`src/sv/ohs_pkg.sv`:
```
// Package for the OBEX header scanner: payload structs, byte kinds and constants.
// No dependencies.
`timescale 1ns / 1ps
`default_nettype none

package ohs_pkg;

	// Byte kinds reported per result
	localparam logic [2:0] KIND_IDENT   = 3'd0;
	localparam logic [2:0] KIND_LENGTH  = 3'd1;
	localparam logic [2:0] KIND_CONTENT = 3'd2;
	localparam logic [2:0] KIND_FOUND   = 3'd3;
	localparam logic [2:0] KIND_IGNORED = 3'd4;

	// Header classes (identifier bits 7..6)
	localparam logic [1:0] CLS_ONE_BYTE  = 2'd2;
	localparam logic [1:0] CLS_FOUR_BYTE = 2'd3;

	// Configuration register indexes and reset values
	localparam logic CFG_BODY_ID     = 1'b0;
	localparam logic CFG_END_BODY_ID = 1'b1;
	localparam logic [7:0] BODY_ID_RST     = 8'h48;
	localparam logic [7:0] END_BODY_ID_RST = 8'h49;

	// Length prefix counts itself and the identifier
	localparam logic [15:0] LEN_OVERHEAD = 16'd3;
	localparam logic [15:0] SIZE_ONE     = 16'd1;
	localparam logic [15:0] SIZE_FOUR    = 16'd4;
	localparam logic [15:0] POS_MAX      = 16'hFFFF;

	typedef struct packed {
		logic [7:0] data_byte;
		logic       first_byte;
		logic       last_byte;
	} ohs_in_t;

	typedef struct packed {
		logic [2:0]  byte_kind;
		logic [7:0]  header_ident;
		logic [1:0]  header_class;
		logic [15:0] byte_offset;
		logic [15:0] content_size;
		logic [7:0]  content_value;
		logic        header_done;
		logic        not_found;
		logic        malformed;
	} ohs_out_t;

endpackage

`default_nettype wire

```
`src/sv/obex_header_scanner.sv`:
```
// Top level of the OBEX header scanner: input register, scan core, result register.
// Depends on ohs_pkg and ohs_scan_core.
`timescale 1ns / 1ps
`default_nettype none

// The scanner takes one header-region byte per cycle while in_stall is low and
// returns one result per byte, in order, via the input and result registers.
// Throughput is one byte per clock while the output is not stalled: the core
// classifies the input register's byte combinationally and its state updates
// as the result is registered. A stall on the output holds the result
// register; the input register still takes a byte while the result waits, and
// in_stall rises only when both registers are full. body_id and end_body_id
// reset to 0x48 and 0x49 and should be written only while no byte is in flight.
module obex_header_scanner (
	input  wire logic          clk,
	input  wire logic          arst_n,
	input  wire logic          in_valid,
	output logic               in_stall,
	input  wire ohs_pkg::ohs_in_t in_data,
	output logic               out_valid,
	input  wire logic          out_stall,
	output ohs_pkg::ohs_out_t  out_data,
	input  wire logic          cfg_we,
	input  wire logic          cfg_index,
	input  wire logic [7:0]    cfg_wdata
);
	import ohs_pkg::*;

	ohs_in_t    item_s1;
	logic       valid_s1;
	ohs_out_t   res_s2;
	logic       valid_s2;
	ohs_out_t   res_comb;
	logic       s2_open, advance;
	logic [7:0] body_id_q, end_body_id_q;

	assign s2_open  = !valid_s2 || !out_stall;
	assign advance  = valid_s1 && s2_open;
	assign in_stall = valid_s1 && !s2_open;

	// Configuration registers
	always_ff @(posedge clk or negedge arst_n) begin
		if (!arst_n) begin
			body_id_q     <= BODY_ID_RST;
			end_body_id_q <= END_BODY_ID_RST;
		end else if (cfg_we) begin
			unique case (cfg_index)
				CFG_BODY_ID:     body_id_q <= cfg_wdata;
				CFG_END_BODY_ID: end_body_id_q <= cfg_wdata;
				default:         body_id_q <= body_id_q;
			endcase
		end
	end

	// Input register
	always_ff @(posedge clk or negedge arst_n) begin
		if (!arst_n) begin
			valid_s1 <= 1'b0;
		end else if (!in_stall) begin
			valid_s1 <= in_valid;
		end
	end

	always_ff @(posedge clk) begin
		if (in_valid && !in_stall) begin
			item_s1 <= in_data;
		end
	end

	ohs_scan_core u_core (
		.clk         (clk),
		.arst_n      (arst_n),
		.step        (advance),
		.item        (item_s1),
		.body_id     (body_id_q),
		.end_body_id (end_body_id_q),
		.result      (res_comb)
	);

	// Result register
	always_ff @(posedge clk or negedge arst_n) begin
		if (!arst_n) begin
			valid_s2 <= 1'b0;
		end else if (s2_open) begin
			valid_s2 <= valid_s1;
		end
	end

	always_ff @(posedge clk) begin
		if (advance) begin
			res_s2 <= res_comb;
		end
	end

	assign out_valid = valid_s2;
	assign out_data  = res_s2;

endmodule

`default_nettype wire

```
`src/sv/ohs_scan_core.sv`:
```
// Scan state and per-byte classification for the OBEX header scanner.
// Depends on ohs_pkg. The result is combinational; state advances on step.
`timescale 1ns / 1ps
`default_nettype none

module ohs_scan_core (
	input  wire logic            clk,
	input  wire logic            arst_n,
	input  wire logic            step,
	input  wire ohs_pkg::ohs_in_t item,
	input  wire logic [7:0]      body_id,
	input  wire logic [7:0]      end_body_id,
	output ohs_pkg::ohs_out_t    result
);
	import ohs_pkg::*;

	localparam logic [2:0] PH_IDENT   = 3'd0;
	localparam logic [2:0] PH_LENHI   = 3'd1;
	localparam logic [2:0] PH_LENLO   = 3'd2;
	localparam logic [2:0] PH_CONTENT = 3'd3;
	localparam logic [2:0] PH_FOUND   = 3'd4;
	localparam logic [2:0] PH_BAD     = 3'd5;

	logic [2:0]  phase_q, phase_cur, phase_n;
	logic [15:0] pos_q, pos_cur, pos_n;
	logic [7:0]  ident_q, ident_n;
	logic [7:0]  len_hi_q, len_hi_n;
	logic [15:0] left_q, left_n, left_dec;
	logic [15:0] size_q, size_n;
	logic [15:0] len_full, csize;
	logic [2:0]  kind;
	logic        done, bad, incomplete, found;
	logic [7:0]  d;

	assign d = item.data_byte;
	assign len_full = {len_hi_q, d};
	assign left_dec = (left_q != 16'd0) ? (left_q - 16'd1) : left_q;

	// Next-state and result for the byte in the input register
	always_comb begin
		phase_cur = item.first_byte ? PH_IDENT : phase_q;
		pos_cur = item.first_byte ? 16'd0 : pos_q;
		pos_n = (pos_cur != POS_MAX) ? (pos_cur + 16'd1) : pos_cur;
		phase_n = phase_cur;
		ident_n = ident_q;
		len_hi_n = len_hi_q;
		left_n = left_q;
		size_n = size_q;
		kind = KIND_IDENT;
		csize = 16'd0;
		done = 1'b0;
		bad = 1'b0;
		incomplete = 1'b0;
		found = 1'b0;
		unique case (phase_cur)
			PH_LENHI: begin
				kind = KIND_LENGTH;
				len_hi_n = d;
				phase_n = PH_LENLO;
				incomplete = 1'b1;
			end
			PH_LENLO: begin
				kind = KIND_LENGTH;
				if (len_full < LEN_OVERHEAD) begin
					bad = 1'b1;
					size_n = 16'd0;
					phase_n = PH_BAD;
				end else begin
					size_n = len_full - LEN_OVERHEAD;
					csize = size_n;
					if (size_n == 16'd0) begin
						done = 1'b1;
						phase_n = PH_IDENT;
					end else begin
						left_n = size_n;
						phase_n = PH_CONTENT;
						incomplete = 1'b1;
					end
				end
			end
			PH_CONTENT: begin
				kind = KIND_CONTENT;
				csize = size_q;
				left_n = left_dec;
				if (left_dec == 16'd0) begin
					done = 1'b1;
					phase_n = PH_IDENT;
				end else begin
					incomplete = 1'b1;
				end
			end
			PH_FOUND: begin
				kind = KIND_IGNORED;
				found = 1'b1;
			end
			PH_BAD: begin
				kind = KIND_IGNORED;
				bad = 1'b1;
			end
			default: begin
				ident_n = d;
				if (d == body_id || d == end_body_id) begin
					kind = KIND_FOUND;
					found = 1'b1;
					size_n = 16'd0;
					phase_n = PH_FOUND;
				end else begin
					kind = KIND_IDENT;
					incomplete = 1'b1;
					if (d[7:6] == CLS_ONE_BYTE || d[7:6] == CLS_FOUR_BYTE) begin
						size_n = (d[7:6] == CLS_ONE_BYTE) ? SIZE_ONE : SIZE_FOUR;
						left_n = size_n;
						csize = size_n;
						phase_n = PH_CONTENT;
					end else begin
						size_n = 16'd0;
						phase_n = PH_LENHI;
					end
				end
			end
		endcase
		// an unfinished header at region end is malformed
		if (item.last_byte && incomplete) begin
			bad = 1'b1;
		end
		// region end restarts the scan
		if (item.last_byte) begin
			phase_n = PH_IDENT;
			pos_n = 16'd0;
		end
	end

	// Result fields
	always_comb begin
		result.byte_kind     = kind;
		result.header_ident  = ident_n;
		result.header_class  = ident_n[7:6];
		result.byte_offset   = pos_cur;
		result.content_size  = csize;
		result.content_value = d;
		result.header_done   = done;
		result.not_found     = item.last_byte && !found;
		result.malformed     = bad;
	end

	// Scan state
	always_ff @(posedge clk or negedge arst_n) begin
		if (!arst_n) begin
			phase_q  <= PH_IDENT;
			pos_q    <= 16'd0;
			ident_q  <= 8'd0;
			len_hi_q <= 8'd0;
			left_q   <= 16'd0;
			size_q   <= 16'd0;
		end else if (step) begin
			phase_q  <= phase_n;
			pos_q    <= pos_n;
			ident_q  <= ident_n;
			len_hi_q <= len_hi_n;
			left_q   <= left_n;
			size_q   <= size_n;
		end
	end

endmodule

`default_nettype wire

```
`config.mk`:
```
export PLATFORM = sky130hd
export DESIGN_NAME = obex_header_scanner
export DESIGN_NICKNAME = d
export VERILOG_FILES = /design/src/sv/ohs_pkg.sv /design/src/sv/obex_header_scanner.sv /design/src/sv/ohs_scan_core.sv
export SDC_FILE = /design/constraint.sdc
export NUM_CORES = 1
export LEC_CHECK = 0
export ABC_CLOCK_PERIOD_IN_PS = 3400
export BUFFER_PORTS_ARGS = -buffer_cell sky130_fd_sc_hd__buf_2
export CAP_MARGIN = 40
export CORE_UTILIZATION = 54
export CTS_BUF_LIST = sky130_fd_sc_hd__clkbuf_4 sky130_fd_sc_hd__clkbuf_8
export DETAILED_ROUTE_END_ITERATION = 10
export PLACE_DENSITY = 0.74
export REMOVE_ABC_BUFFERS = 1
export SETUP_SLACK_MARGIN = 0.15
export SLEW_MARGIN = 25
export SYNTH_ARGS = -nofsm -noshare
export SYNTH_HDL_FRONTEND = slang
export SYNTH_SLANG_ARGS = --single-unit
```
`constraint.sdc`:
```
create_clock -name clk -period 3.4 [get_ports clk]
set_input_delay 0.68 -clock clk [delete_from_list [all_inputs] [get_ports clk]]
set_output_delay 0.68 -clock clk [all_outputs]
set_load 0.02 [all_outputs]
```
==> flow_metrics.tcl, run 1 <==
set metrics [dict create \
    antenna_left 0 \
    outcome "completed" \
    cts_setup_buffers 0 \
    rsz0062_at_grt "no" \
    fin_nets 816 \
    portBuffers 81 \
    synth_fa_ha_area_share_pct 0.661 \
    synth_xor_area_share_pct 3.93 \
    drt_iter0_drc 592 \
    r2r_cells 7 \
    coreArea_sq_um 13500 \
    synthCells 717 \
    grt_usage_pct 26.3 \
    synth_ff_type "dfrtp_1" \
    powerDensity_nw_per_um2 642 \
    cts.sinks 149 \
    insertion_delay_ns 0.46 \
    io_pins 82 \
    hp-class "in2async" \
    hold_buffers 0 \
    setup_viol 0 \
    antenna_cells 0 \
    synth_edf_count 64 \
    ir_worst_vdd_mv 0.376 \
    drive_gt1_share_pct 22.8 \
    fin_crit_sh_pct 86.5 \
    antenna_found_initial 0 \
    ys_warn_count 0 \
    synth_cell_types 82 \
    path_class "reg2reg" \
    start_util_pct 56.3 \
    clock_path_buffers 2 \
    fin_util_pct 63.7 \
    grt.overflow.total 0 \
    synthMuxAreaShare_pct 4.26 \
    maxSlewHeadroom_pct 49.5 \
    hpwl_um 12900 \
    clk_pin_slew_ns 0.08 \
    ys_ff_latch 149 \
    leakage_uw 0.00363 \
    final_common_cell "nand2_1" \
    gp_congestion 0.942 \
    cts_tree "done" \
    totalWireLength_um 18300 \
    rows 42 \
    num_vias 5974 \
    h-tree-depth 4 \
    final_cell_mix "115 x nand2_1, 80 x dfrtp_1, 80 x buf_2, 64 x edfxtp_1, 46 x o21ai_0" \
    tightest_slew_ns 0.756 \
    synth-simple-area-share_pct 19.2 \
    skew_ns 0.0108 \
    drv_slew 0 \
    die_y_um 120 \
    routed_via_density 6.11 \
    crit_path_end_kind "flop" \
    cts_buffers 17 \
    drv_cap 0 \
    drt-wirelength-per-cell_um 18.7 \
    tns_ns 0 \
    hold_viol_final 0 \
    ys_seq_area_share_pct 53.5 \
    syn_area_per_cell_sq_um 10.6 \
    grt_pass1_wl_um 29100 \
    min_period_ns 2.94 \
    synth_top_family_by_area "simple AND/OR/NAND/NOR gates" \
    die_w_um 120 \
    critPathRequiredTime_ns 3.60 \
    post_cts_resized 0 \
    drt-pass1-iter-count 5 \
    drc_errors 0 \
    clockRootBuffer "clkbuf_8" \
    synth.cell_area_sq_um 7580 \
    synthToLayoutAreaGrowth_pct 13.2 \
    fmax_mhz 340 \
    arrival_ns 3.14 \
    cp_max_fo 26 \
    start_kind "flop" \
    synthArstFlopShare_pct 57.0 \
    synth-compound-area-share_pct 14.6 \
    grt_max_degree 86 \
    fp.dieArea_sq_um 14500 \
    grt_pass1_vias 5629 \
]
layer usage:
layer / share of wire (%) / GRT usage (%)
met5: 0 / 0
met4: 1.4 / 9.03
met3: 6.0 / 4.25
met2: 49 / 42.5
met1: 44 / 36.0
path summary, 6_finish.rpt:
kind / startpoint / endpoint / slack, ns
max: item_s1[3] / out_data[0] / 0.46
min: arst_n / u_core.left_q[2] / 0.03
max reg2reg: item_s1[3] / out_data[0] / 0.46
min reg2reg: u_core.size_q[11] / u_core.size_q[11] / 0.49
max in group asynchronous: arst_n / u_core.size_q[14] / 2.75
min in group clk: in_data[1] / item_s1[1] / 0.39
sequential cells by signal, summed over array words and instances, names as in the netlist:
| name | flops |
|---|---|
| end_body_id_q | 8 |
| item_s1 | 10 |
| u_core.pos_q | 16 |
| body_id_q | 8 |
| out_valid | 1 |
| valid_s1 | 1 |
| u_core.size_q | 16 |
| out_data | 54 |
| u_core.len_hi_q | 8 |
| u_core.left_q | 16 |
| u_core.phase_q | 3 |
| u_core.ident_q | 8 |
cell type report:
| cell class | count | area (sq um) |
|---|---|---|
| fillers | 1083 | 4880 |
| flip-flops and latches | 149 | 4060 |
| multi-input cells | 507 | 3240 |
| repair buffers | 98 | 572 |
| clock buffers | 20 | 256 |
| well taps | 176 | 220 |
| clock inverters | 12 | 179 |
| inverters | 15 | 56.3 |
worst max-delay path: stages (launching register included):
cell and delay, ns:
edfxtp_1 0.54, ha_1 0.34, nor3_1 0.29, nand3b_4 0.12, or4_4 0.47, nand2b_2 0.40, nor2_2 0.09, a2111o_1 0.42
stage by stage:
step           instance area (sq um)  worst slack [ns]  instances  power (uW)  hold slack (ns)
6_report                        8580             0.460        977        5500           0.0288
5_1_grt                         8580             0.312        977        5750           0.0110
4_1_cts                         8550             0.470        976        5500            0.310
3_5_place_dp                    8110             0.479        944        3990            0.462
3_3_place_gp                    8110             0.572        944        3980            0.456
2_1_floorplan                   7350            -0.214        671        3480            0.384
power by group:
part	switching (uW)	internal (uW)	leakage, uW	total [uW]
clock	681	830	0.000222	1510
sequential	319	2170	0.00172	2490
combinational	916	585	0.00169	1500
synth_stat cells (9+ instances only):
master,number,share of area (%)
nand2_1,115,5.7
dfrtp_1,80,26
edfxtp_1,64,25
o21ai_0,46,3.0
nor2_1,33,1.6
clkbuf_1,27,1.3
mux2_2,26,3.9
nand3_1,24,1.6
xor2_1,23,2.7
a21oi_1,22,1.5
o31ai_1,19,1.9
nor3_1,16,1.1
nor2b_1,15,1.2
inv_1,14,0.69
a22o_1,11,1.3
xnor2_1,11,1.3
nand2b_1,9,0.74
cells by family after synthesis:
group                      count (synthesis)
AOI/OAI and AO/OA                        159
xor gates and xnor gates                  34
adders and majority gates                  4
buffers and inverters                     61
DFF                                      149
muxes                                     29
and+or+nand+nor                          281
(Power assumes the default switching activity.)
==> inputs of run 2 (changes only) <==
ABC_CLOCK_PERIOD_IN_PS = 2410   (was 3400)
PLACE_DENSITY = 0.77   (was 0.74)
clock period = 2.41 ns   (was 3.4 ns; I/O delays follow)
==> flow_metrics.tcl, run 2 (synthesis gave the netlist of run 1 again) <==
set metrics [dict create \
    outcome "finished, violations left" \
    failed_checks "negative setup slack" \
    met1_usage_pct 38.4 \
    cts_tree "done" \
    arrival_ns 2.73 \
    die_y_um 120 \
    slowest_delay_ns 0.47 \
    ir_worst_vdd_mv 0.821 \
    drt-wirelength-per-cell_um 20.6 \
    fp.dieArea_sq_um 14500 \
    gr-max-usage-layer "met2" \
    die_w_um 120 \
    io_pins 82 \
    skew_ns 0.0184 \
    fin_crit_sh_pct 105 \
    gp_congestion 0.944 \
    insertion_delay_ns 0.46 \
    coreArea_sq_um 13500 \
    portBuffers 81 \
    rows 42 \
    grt_pass1_wl_um 33000 \
    setup_viol 14 \
    path_class "reg2reg" \
    totalWireLength_um 22700 \
    start_util_pct 56.3 \
    fin_ws_ns -0.125 \
    start_kind "flop" \
    cp_max_fo 3 \
    final_cell_mix "114 x buf_4, 112 x nand2_1, 80 x dfrtp_1, 80 x buf_2, 64 x edfxtp_1" \
    powerDensity_nw_per_um2 883 \
    hp-class "in2async" \
    hold_viol_final 0 \
    largest_reg_flops 54 \
    slowest_stage "or4_4" \
    clock_path_buffers 2 \
    fin_nets 943 \
    tns_ns -0.560 \
    drv_slew 0 \
    maxSlewHeadroom_pct 52.5 \
    grt.overflow.total 0 \
    clk_pin_slew_ns 0.08 \
    grt_pass1_vias 6423 \
    drc_errors 0 \
    clockRootBuffer "clkbuf_8" \
    holdWs_ns 0.0137 \
    antenna_cells 0 \
    crit_path_end_kind "flop" \
    cts_buffers 17 \
    cts.sinks 149 \
    leakage_uw 0.00442 \
    grt_usage_pct 30.1 \
    fill_cells 846 \
    drv_cap 0 \
    synthToLayoutAreaGrowth_pct 34.4 \
    fmax_mhz 394 \
    drt_iter0_drc 773 \
    routed_via_density 6.19 \
    grt_use_met2_pct 49.7 \
    gr-usage-met3_pct 7.78 \
    tightest_slew_ns 0.711 \
    totalPowerFinal_uw 8990 \
    antenna_left 0 \
    path_cells "ha_2, or4_4, o41ai_4, and3b_2, o211a_4, nor2_2, a2111o_1" \
    h-tree-depth 4 \
    antenna_found_initial 0 \
    critPathRequiredTime_ns 2.61 \
    min_period_ns 2.54 \
    rsz0062_at_grt "yes" \
    drt-pass1-iter-count 8 \
    drive_gt1_share_pct 42.0 \
    num_vias 6838 \
    final_common_cell "buf_4" \
    grt_max_degree 51 \
    hpwl_um 14500 \
]
==> run 2: worst paths after layout <==
check | startpoint | end | slack [ns] | depth (start not counted)
worst max-delay path | item_s1[2] | out_data[0] | -0.13 | 7
worst min-delay path | arst_n | u_core.size_q[11] | 0.01 | 1
worst max register to register | item_s1[2] | out_data[0] | -0.13 | 7
worst min register to register | u_core.ident_q[5] | u_core.ident_q[5] | 0.48 | 2
max in group asynchronous | arst_n | u_core.pos_q[8] | 1.75 | 2
min in group clk | in_data[8] | item_s1[8] | 0.20 | 1
==> run 2: layout make-up <==
class	instances	area, sq um	share of cell area, %
well taps	176	220	2.16
repair buffers	224	1660	16.3
clock buffers	20	263	2.58
flip-flops and latches	149	4060	39.8
multi-input cells	508	3750	36.8
clock inverters	12	179	1.76
inverters	15	58.8	0.577
==> run 2: where the power goes <==
group	internal, uW	switching (uW)
clock	1180	965
combinational	1560	1880
sequential	3070	336
==> run 2: stage by stage <==
stage	instance area (sq um)	std cells	util, %	setup WS [ns]
after floorplan	7350	671	-	-1.02
after global placement	8770	1029	65.2	-0.0644
after detailed placement	8770	1029	65.2	-0.140
after CTS	9630	1085	71.6	-0.0667
after global routing	10200	1104	75.7	-0.200
final	10200	1104	75.7	-0.125
==> run 2: worst max-delay path, delay by kind of cell (launching register included) <==
family	cells	cell delay, ns
AO/OA/AOI/OAI	3	0.83
adder cells (fa/ha/maj)	1	0.23
flip-flops	1	0.42
AND/OR/NAND/NOR	3	0.80
==> run 2: timing repair <==
action,in CTS,in global routing
endpoints found under the setup margin,42,55
buffers inserted,21,18
cloned,3,1
pin swaps,23,30
hold endpoints to repair,0,0
resized for setup,60,97
hold buffers,0,0
==> run 2: layer usage <==
metal | part of all wire [%] | vias up
met5 | 0 | -
met3 | 7.3 | 65
met1 | 40 | 3397
met2 | 50 | 368
li1 | - | 3008
met4 | 2.9 | 0
